===== src/design/swr_pkg.sv =====
package swr_pkg;

  localparam int DEPTH  = 64;
  localparam int AW     = $clog2(DEPTH);
  localparam int CW     = $clog2(DEPTH + 1);
  localparam int DATA_W = 32;
  localparam int OP_W   = 2;
  localparam int STS_W  = 2;
  localparam int FILL_W = 7;

  localparam logic [OP_W-1:0] OP_PUSH   = 2'd0;
  localparam logic [OP_W-1:0] OP_POP    = 2'd1;
  localparam logic [OP_W-1:0] OP_PEEK   = 2'd2;
  localparam logic [OP_W-1:0] OP_REMOVE = 2'd3;

  localparam logic [STS_W-1:0] STS_DONE      = 2'd0;
  localparam logic [STS_W-1:0] STS_EMPTY     = 2'd1;
  localparam logic [STS_W-1:0] STS_FULL      = 2'd2;
  localparam logic [STS_W-1:0] STS_NOT_FOUND = 2'd3;

  typedef enum logic [1:0] {
    S_IDLE,
    S_READ,
    S_SEARCH,
    S_SHIFT
  } state_t;

  typedef struct packed {
    logic              we;
    logic [AW-1:0]     waddr;
    logic [DATA_W-1:0] wdata;
    logic [AW-1:0]     raddr;
  } mem_req_t;

  typedef struct packed {
    logic                     valid;
    logic [STS_W-1:0]         status;
    logic signed [DATA_W-1:0] data;
    logic [FILL_W-1:0]        fill;
  } result_t;

endpackage


===== src/design/stack_with_remove_by_value.sv =====
// Bounded LIFO stack of signed 32-bit words held in one single-port-read RAM. One request is
// worked at a time; every request returns status, data and the fill count after it. Push and
// any refused request finish in the cycle they are accepted; pop and peek pass through S_READ
// for one RAM read. Remove-by-value walks the RAM from the top, one entry per cycle through
// the single read port, then moves each entry above the match down one place, one per cycle.
// A two-deep output buffer lets the next request be accepted while a result still waits.
module stack_with_remove_by_value
  import swr_pkg::*;
(
  input  logic                     clk,
  input  logic                     rst_n,
  input  logic                     in_valid,
  output logic                     in_ready,
  input  logic [OP_W-1:0]          in_op,
  input  logic signed [DATA_W-1:0] in_value,
  output logic                     out_valid,
  input  logic                     out_ready,
  output logic [STS_W-1:0]         out_status,
  output logic signed [DATA_W-1:0] out_data,
  output logic [FILL_W-1:0]        out_fill
);

  mem_req_t          mem;
  result_t           res;
  logic              idle;
  logic              accept;
  logic [DATA_W-1:0] rd_data;

  logic                     out_valid_r;
  logic                     skid_valid_r;
  logic [STS_W-1:0]         out_status_r, skid_status_r;
  logic signed [DATA_W-1:0] out_data_r, skid_data_r;
  logic [FILL_W-1:0]        out_fill_r, skid_fill_r;
  logic                     out_take;

  assign in_ready = idle && !skid_valid_r;
  assign accept   = in_valid && in_ready;
  assign out_take = out_valid_r && out_ready;

  swr_ctrl u_ctrl (
    .clk     (clk),
    .rst_n   (rst_n),
    .accept  (accept),
    .op      (in_op),
    .value   (in_value),
    .rd_data (rd_data),
    .idle    (idle),
    .mem     (mem),
    .res     (res)
  );

  swr_ram #(
    .WIDTH (DATA_W),
    .DEPTH (DEPTH)
  ) u_ram (
    .clk   (clk),
    .we    (mem.we),
    .waddr (mem.waddr),
    .wdata (mem.wdata),
    .raddr (mem.raddr),
    .rdata (rd_data)
  );

  always_ff @(posedge clk) begin
    if (!rst_n) begin
      out_valid_r  <= 1'b0;
      skid_valid_r <= 1'b0;
    end else begin
      priority if (res.valid && (!out_valid_r || out_take)) begin
        out_valid_r <= 1'b1;
      end else if (res.valid) begin
        skid_valid_r <= 1'b1;
      end else if (out_take) begin
        out_valid_r  <= skid_valid_r;
        skid_valid_r <= 1'b0;
      end
    end
    priority if (res.valid && (!out_valid_r || out_take)) begin
      out_status_r <= res.status;
      out_data_r   <= res.data;
      out_fill_r   <= res.fill;
    end else if (res.valid) begin
      skid_status_r <= res.status;
      skid_data_r   <= res.data;
      skid_fill_r   <= res.fill;
    end else if (out_take) begin
      out_status_r <= skid_status_r;
      out_data_r   <= skid_data_r;
      out_fill_r   <= skid_fill_r;
    end
  end

  assign out_valid  = out_valid_r;
  assign out_status = out_status_r;
  assign out_data   = out_data_r;
  assign out_fill   = out_fill_r;

`ifndef NO_ASSERTIONS
  a_no_result_into_full_buffer: assert property (@(posedge clk) disable iff (!rst_n)
    res.valid |-> !skid_valid_r)
    else $error("result produced while output buffer is full");

  a_push_finishes_at_accept: assert property (@(posedge clk) disable iff (!rst_n)
    (accept && in_op == OP_PUSH) |-> res.valid)
    else $error("push did not finish in its accept cycle");

  a_skid_only_behind_out: assert property (@(posedge clk) disable iff (!rst_n)
    skid_valid_r |-> out_valid_r)
    else $error("skid entry held with empty output register");
`endif

endmodule


===== src/design/swr_ram.sv =====
module swr_ram #(
  parameter int WIDTH = 32,
  parameter int DEPTH = 64
) (
  input  logic                     clk,
  input  logic                     we,
  input  logic [$clog2(DEPTH)-1:0] waddr,
  input  logic [WIDTH-1:0]         wdata,
  input  logic [$clog2(DEPTH)-1:0] raddr,
  output logic [WIDTH-1:0]         rdata
);

  logic [WIDTH-1:0] mem [DEPTH];

  always_ff @(posedge clk) begin
    if (we) begin
      mem[waddr] <= wdata;
    end
    rdata <= mem[raddr];
  end

endmodule


===== src/design/swr_ctrl.sv =====
module swr_ctrl
  import swr_pkg::*;
(
  input  logic                     clk,
  input  logic                     rst_n,
  input  logic                     accept,
  input  logic [OP_W-1:0]          op,
  input  logic signed [DATA_W-1:0] value,
  input  logic [DATA_W-1:0]        rd_data,
  output logic                     idle,
  output mem_req_t                 mem,
  output result_t                  res
);

  state_t                   state_r, state_nxt;
  logic [CW-1:0]            cnt_r, cnt_nxt;
  logic [AW-1:0]            pos_r, pos_nxt;
  logic signed [DATA_W-1:0] key_r, key_nxt;
  logic                     pop_r, pop_nxt;
  logic [AW-1:0]            top_idx;
  logic                     full;
  logic                     empty;
  logic                     hit;

  assign top_idx = AW'(cnt_r - CW'(1));
  assign full    = (cnt_r == CW'(DEPTH));
  assign empty   = (cnt_r == '0);
  assign hit     = (rd_data == key_r);
  assign idle    = (state_r == S_IDLE);

  always_ff @(posedge clk) begin
    if (!rst_n) begin
      state_r <= S_IDLE;
      cnt_r   <= '0;
    end else begin
      state_r <= state_nxt;
      cnt_r   <= cnt_nxt;
    end
    pos_r <= pos_nxt;
    key_r <= key_nxt;
    pop_r <= pop_nxt;
  end

  always_comb begin
    state_nxt  = state_r;
    cnt_nxt    = cnt_r;
    pos_nxt    = pos_r;
    key_nxt    = key_r;
    pop_nxt    = pop_r;
    mem.we     = 1'b0;
    mem.waddr  = pos_r - AW'(1);
    mem.wdata  = rd_data;
    mem.raddr  = top_idx;
    res.valid  = 1'b0;
    res.status = STS_DONE;
    res.data   = '0;
    unique case (state_r)
      S_IDLE: begin
        if (accept) begin
          unique case (op)
            OP_PUSH: begin
              res.valid = 1'b1;
              if (full) begin
                res.status = STS_FULL;
              end else begin
                mem.we    = 1'b1;
                mem.waddr = AW'(cnt_r);
                mem.wdata = value;
                cnt_nxt   = cnt_r + CW'(1);
              end
            end
            OP_POP, OP_PEEK: begin
              if (empty) begin
                res.valid  = 1'b1;
                res.status = STS_EMPTY;
              end else begin
                pop_nxt   = (op == OP_POP);
                state_nxt = S_READ;
              end
            end
            OP_REMOVE: begin
              if (empty) begin
                res.valid  = 1'b1;
                res.status = STS_NOT_FOUND;
              end else begin
                pos_nxt   = top_idx;
                key_nxt   = value;
                state_nxt = S_SEARCH;
              end
            end
            default: begin
              res.valid = 1'b0;
            end
          endcase
        end
      end
      S_READ: begin
        res.valid = 1'b1;
        res.data  = rd_data;
        if (pop_r) begin
          cnt_nxt = cnt_r - CW'(1);
        end
        state_nxt = S_IDLE;
      end
      S_SEARCH: begin
        priority if (hit && pos_r == top_idx) begin
          cnt_nxt   = cnt_r - CW'(1);
          res.valid = 1'b1;
          state_nxt = S_IDLE;
        end else if (hit) begin
          mem.raddr = pos_r + AW'(1);
          pos_nxt   = pos_r + AW'(1);
          state_nxt = S_SHIFT;
        end else if (pos_r == '0) begin
          res.valid  = 1'b1;
          res.status = STS_NOT_FOUND;
          state_nxt  = S_IDLE;
        end else begin
          mem.raddr = pos_r - AW'(1);
          pos_nxt   = pos_r - AW'(1);
        end
      end
      S_SHIFT: begin
        mem.we = 1'b1;
        if (pos_r == top_idx) begin
          cnt_nxt   = cnt_r - CW'(1);
          res.valid = 1'b1;
          state_nxt = S_IDLE;
        end else begin
          mem.raddr = pos_r + AW'(1);
          pos_nxt   = pos_r + AW'(1);
        end
      end
      default: begin
        state_nxt = S_IDLE;
      end
    endcase
    res.fill = FILL_W'(cnt_nxt);
  end

endmodule


===== config.mk =====
export PLATFORM = sky130hd
export DESIGN_NAME = stack_with_remove_by_value
export DESIGN_NICKNAME = d
export VERILOG_FILES = /design/src/design/swr_pkg.sv /design/src/design/stack_with_remove_by_value.sv /design/src/design/swr_ram.sv /design/src/design/swr_ctrl.sv
export SDC_FILE = /design/constraint.sdc
export NUM_CORES = 2
export LEC_CHECK = 0
export BUFFER_PORTS_ARGS = -buffer_cell sky130_fd_sc_hd__buf_2
export CAP_MARGIN = 25
export CORE_MARGIN = 3
export CORE_UTILIZATION = 50
export DETAILED_ROUTE_END_ITERATION = 10
export GPL_ROUTABILITY_DRIVEN = 0
export PLACE_DENSITY_LB_ADDON = 0.12
export SLEW_MARGIN = 30
export SYNTH_ARGS = -nofsm -noshare
export SYNTH_HDL_FRONTEND = slang
export SYNTH_SLANG_ARGS = --single-unit

===== constraint.sdc =====
create_clock -name clk -period 5.9 [get_ports clk]
set_input_delay 0.295 -clock clk [delete_from_list [all_inputs] [get_ports clk]]
set_output_delay 0.295 -clock clk [all_outputs]
set_load 0.02 [all_outputs]

Yosys cells after proc, flatten, opt, wreduce, memory -nomap -nowiden
Memories as Yosys holds them, arrays and structs flattened. A register that Yosys moved wholly into a read port is not among the register bits.
Index checks and enable logic that the tools add are counted.
- reduce and logical (&&, ||, !) cells: 23
- muxes and demuxes: 63
- bitwise operators: 2
- eq/ne operators: 21
- add/subtract/negate cells: 4
- operators with widths (cell ; count):
    2-to-1 mux 32 bit ; 4
    2-to-1 mux 39 bit ; 3
    2-to-1 mux 6 bit ; 11
    2-to-1 mux 7 bit ; 9
    2-to-1 mux 38 bit ; 1
    equality test 32 bit ; 1
    one-hot mux 7 bit (4 select lines) ; 1
    2-to-1 mux 2 bit ; 12
    one-hot mux 6 bit (3 select lines) ; 1
    2-to-1 mux 3 bit ; 5
    one-hot mux 6 bit (2 select lines) ; 1
    2-to-1 mux 1 bit ; 9
    one-hot mux 3 bit (3 select lines) ; 1
    equality test 2 bit, second input constant ; 4
    != test 2 x 1 -> 1 bit, second input constant ; 4
    one-hot mux 2 bit (2 select lines) ; 2
    one-hot mux 2 bit (4 select lines) ; 1
    AND reduction 4 bit ; 2
    adder 7 x 1 -> 7 bit, second input constant ; 1
    equality test 7 bit, second input constant ; 1
    zero test 7 bit ; 1
    AND reduction 7 bit ; 1
    subtractor 7 x 1 -> 7 bit, second input constant ; 1
    adder 6 x 1 -> 6 bit, second input constant ; 1
    other kinds (21) ; 35
- memory bits (writable): 2048
- word-level logic and storage cells: 127
- memories: 1
- output and inout port bits: 43
- flip-flop bits (word level): 132
- input port bits: 38
- memories (memory ; depth ; width ; rd ports ; clocked after Yosys merged registers in ; wr ports ; line ; source):
    u_ram.mem ; 64 ; 32 ; 1 ; 1 ; 1 ; swr_ram.sv:13 ; logic [WIDTH-1:0] mem [DEPTH];

Longest topological paths before layout
- word-level depth: 8
- gate-level depth with buffers: 21
- mapped depth without buffers: 13

Hierarchy
A second synthesis with hierarchy kept.
- cell total of the unflattened synthesis: 4028
- area, all modules: 86116.3 sq um
- modules (own cells, without submodules) (module ; area each (sq um) ; seq. area each (sq um) ; instances ; cells an instance):
    swr_ram ; 78520.3 ; 62139.6 ; 1 ; 3324
    swr_ctrl ; 4501.8 ; 1351.3 ; 1 ; 560
    stack_with_remove_by_value ; 3094.2 ; 2502.4 ; 1 ; 144

Least setup slack after synthesis
Ideal clock, no wire load.
- kind: register -> register
- from: register u_ctrl.cnt_r[0]
- to: register skid_data_r[0] (enable)
- cell stages (with the launch flop): 15
- required time: 5.456 ns
- setup slack: 0.941 ns
- arrival: 4.515 ns
- period minus slack after synthesis: 4.959 ns
- setup time: 0.444 ns
- buffers on the path: 3
- cell sequence: dfxtp_1 buf_2 clkinv_1 ha_1 buf_2 nor3b_2 xnor3_1 and4_1 buf_2 nand2_4 nor2_1 or2_2 a21oi_1 o21ai_1 nor2b_1
- longest elaborated chain between the ends: 8
- elaborated cells between the ends (all ways): 14
- those cells by class: 1 x add/sub; 1 x eq/ne; 7 x mux; 1 x bitwise; 4 x reduce/logical
- ends and longest elaborated chain (item ; line ; source):
    start: declaration ; swr_ctrl.sv:16 ; logic [CW-1:0] cnt_r, cnt_nxt;
    start signal: assignment ; swr_ctrl.sv:37 ; cnt_r <= cnt_nxt;
    subtractor 7 x 1 -> 7 bit or zero test 7 bit (tied branches) ; - ;
    equality test 6 bit, or another cell as far along ; swr_ctrl.sv:106, swr_ctrl.sv:125 ;
    logical AND 1 bit or one-hot mux 3 bit (3 select lines) (tied branches) ; swr_ctrl.sv:106, swr_ctrl.sv:60 ;
    2-to-1 mux 1 bit or 2-to-1 mux 3 bit (tied branches) ; swr_ctrl.sv:106, swr_ctrl.sv:59 ;
    one-hot mux 1 bit (4 select lines) * ; swr_ctrl.sv:57 ; unique case (state_r)
    logical AND 1 bit ; stack_with_remove_by_value.sv:78 ; priority if (res.valid && (!out_valid_r || out_take)) begin
    inverter 1 bit (no line) ; - ;
    AND reduction 2 bit (no line) * ; - ;
    end signal: assignment ; stack_with_remove_by_value.sv:84 ; skid_data_r <= res.data;
    end: declaration ; stack_with_remove_by_value.sv:32 ; logic signed [DATA_W-1:0] out_data_r, skid_data_r;
Every way passes the cells marked *; elsewhere a longest branch is shown, timed or not.
A chain may end at the register's enable or synchronous reset.

Worst setup path after layout
- from: register u_ram.rdata[14] (read register of u_ram.mem)
- to: register u_ram.rdata[29] (read register of u_ram.mem)
- longest elaborated chain between the ends: 4
- elaborated cells between the ends (all ways): 5
- those cells by class: 1 x eq/ne; 3 x mux; 1 x reduce/logical
- ends and longest elaborated chain (item ; line ; source):
    start: declaration ; swr_ram.sv:10 ; output logic [WIDTH-1:0] rdata
    equality test 32 bit * ; swr_ctrl.sv:28 ; assign hit = (rd_data == key_r);
    2-to-1 mux 6 bit or logical AND 1 bit (tied branches) ; swr_ctrl.sv:110, swr_ctrl.sv:106 ;
    2-to-1 mux 6 bit * ; swr_ctrl.sv:106 ; priority if (hit && pos_r == top_idx) begin
    one-hot mux 6 bit (2 select lines) * ; swr_ctrl.sv:57 ;
Marks and branches as above.

==> reports/qor.yml <==
outcome:
  status: "finished, violations left"
  violations: "negative setup slack"
global_routing:
  overflow: 0
  grt_antenna_before_repair: 11
  grt_pass1_vias: 55800
  grt_max_degree: 99
  grt_pass1_wl_mm: 412
  track_usage_pct: 30.8
setup_path:
  endpoint_kind: "flop"
  path_class: "reg2reg"
  crit_fanout: 22
  r2r_cells: 13
  start_kind: "flop"
  r2r_setup_slack_ns: -0.16
  crit_start: "u_ram.rdata[14]"
  crit_arrival_ns: 6.75
  worst_path_largest_cell_delay_ns: 0.79
  critPathCapture: "u_ram.rdata[29]"
  timing.critical_path.cells: "xor2_1 > nor4_1 > nand4_1 > or2_2 > a31oi_1 > o21a_4 > nand2_4 > buf_12 > buf_4 > o221a_1 > o21ai_0 > nand2_1 > a31oi_1"
  cp_slowest_cell: "dfxtp_1"
  r2r-start: "u_ram.rdata[14]"
  r2r-end: "u_ram.rdata[29]"
  required_ns: 6.59
  crit_path_frequent_cell: "a31oi_1"
drt:
  vias: 59200
  routed_wl_mm: 290
  drcViolationCount: 0
  drt_iter0_drc: 7806
  firstDrtPassIters: 8
  vias_per_cell: 6.28
  final_antenna_net_count: 0
  wl_per_cell_um: 30.8
clocking:
  cts_sinks: 2212
  clk_latency_ns: 0.90
  cts_max_path_buffers: 3
  cts_max_level: 4
  path_clk_slew_ns: 0.06
  cts_tree: "built"
  cts_made_buffers: 224
  root_buffer: "clkbuf_16"
yosys:
  synthArstFlopShare_pct: 0
  ys_seq_area_share_pct: 73.2
  synth_edf_count: 2169
  synth_area_leaders: "edfxtp_1 (72%), nand2_1 (7.4%), nand3_1 (3.6%)"
  yosys.area.top_type: "edfxtp_1"
  syn-num-nets: 6651
  synth-seq-cells: 2212
  avgSynthCellArea_sq_um: 13.7
  yosysTopAreaCellShare_pct: 72.2
  ys.flop_type: "edfxtp_1"
  synthCells: 6600
  syn_area_sq_um: 90200
  yosysWarnings: 0
  synth_cell_types: 89
finish:
  seq_area_sq_um: 66000
  nFillCells: 14000
  drive_gt1_share_pct: 14.7
  final_nets: 6924
  final_cells: 9423
  syn2layout_area_growth_pct: 14.9
  layout_commonest_cell: "edfxtp_1"
  layout_common_cells: "edfxtp_1 (2169), nand2_1 (1753), nand3_1 (654)"
  multi_input_area_sq_um: 22600
  post-route-util_pct: 57.9
sta:
  finalCritPeriodShare_pct: 103
  final-hold-violation-count: 0
  setup_viol: 2
  rsz0062_at_grt: "false"
  drv_slew: 0
  layout_setup_ws_ns: -0.160
  maxSlewHeadroom_pct: 36.3
  max_freq_ghz: 0.165
  fin_crit_ns: 6.06
  tns_ns: -0.214
  finClkSkew_ns: 0.0548
  tightest_slew_ns: 0.956
floorplan:
  die-area_sq_um: 185000
  start_util_pct: 50.4
  die_h_um: 431
  die_w_um: 431
  io_pins: 81
  coreArea_sq_um: 179000
  core.rowCount: 155
placed_design:
  dp_cells: 8956
  portBuffers: 80
  hpwlAfterDp_mm: 168
hold_path:
  min-delay-start: "in_valid"
  min_path_type: "in2reg"
flow_run:
  max_cap_violations: 0
-- registers in the layout, summed over array words and instances, names as in the netlist --
| register | count |
|---|---|
| u_ram.mem | 2048 |
| out_data | 32 |
| skid_data_r | 32 |
| u_ctrl.key_r | 32 |
| u_ram.rdata | 32 |
| out_fill | 7 |
| skid_fill_r | 7 |
| u_ctrl.cnt_r | 7 |
| u_ctrl.pos_r | 6 |
| out_status | 2 |
| skid_status_r | 2 |
| u_ctrl.state_r | 2 |
| out_valid | 1 |
| skid_valid_r | 1 |
| u_ctrl.pop_r | 1 |
-- Yosys cell counts (all sizes together) (41+ instances only) --
| cell | number |
|---|---|
| a2111oi | 63 |
| a21oi | 76 |
| a22oi | 48 |
| a31oi | 106 |
| and3 | 85 |
| buf | 332 |
| clkbuf | 103 |
| dfxtp | 43 |
| edfxtp | 2169 |
| mux2 | 41 |
| mux2i | 250 |
| nand2 | 1789 |
| nand3 | 654 |
| nor2 | 109 |
| nor3 | 52 |
| o21ai | 119 |
| o221a | 63 |
| xor2 | 47 |
-- critical path: cells and delay by family, from the launching register on --
kind,cells,cell delay [ns]
compound gates,5,2.18
xor+xnor,1,0.16
buf+inv,2,0.54
flops,1,0.79
simple gates,5,2.09
-- per-layer routing --
metal	vias up	share of wire (%)	GRT usage (%)
met5	-	0.0045	0
met4	2	4.4	12.8
met3	568	9.6	5.35
met2	3283	46	47.5
met1	30100	40	43.7
li1	25300	-	-
-- worst min-delay path by stage --
stage	to	depth (start not counted)
after floorplan	u_ctrl.key_r[0]	0
after global placement	u_ctrl.key_r[11]	1
after CTS	skid_status_r[1]	3
after global routing	skid_status_r[1]	3
final	skid_status_r[1]	3
after detailed placement	u_ctrl.key_r[11]	1
-- stage by stage --
| step | worst slack, ns | hold WS, ns | area (sq um) |
|---|---|---|---|
| after global placement | -0.306 | 0.490 | 95700 |
| after CTS | 0.0124 | 0.0574 | 104000 |
| after global routing | 0.0175 | 0.111 | 104000 |
| final | -0.160 | 0.130 | 104000 |
| after detailed placement | -0.132 | 0.497 | 95800 |
| after floorplan | 0.941 | 0.394 | 90200 |
-- area by class of cell --
type	count	share of cell area (%)
inverter	19	0.0688
antenna	3	0.00725
multi-input combinational	3935	21.8
sequential	2212	63.7
clock buffer	288	5.68
timing repair buffer	481	4.52
tap	2355	2.84
clock inverter	130	1.36
-- kinds of logic after synthesis --
logic type	after synthesis	synth area share, %
mux	298	3.47
compound gates	786	6.77
fa+ha+maj	13	0.180
buf+inv	454	2.63
simple gates	2771	13.0
xor+xnor	66	0.723
flops	2212	73.2
-- timing repair --
item | 4_1_cts | 5_1_grt
hold buffers | 37 | 0
resized for setup | 6 | 0
setup buffers | 4 | 3
endpoints found under the hold margin | 63 | 0
pin swaps | 2 | 1
gates cloned | 1 | 0
setup endpoints to repair | 1 | 3
Power is left out: the tool's default activity adds up to more than one toggle a clock period on the data nets, which glitch-free logic cannot reach.
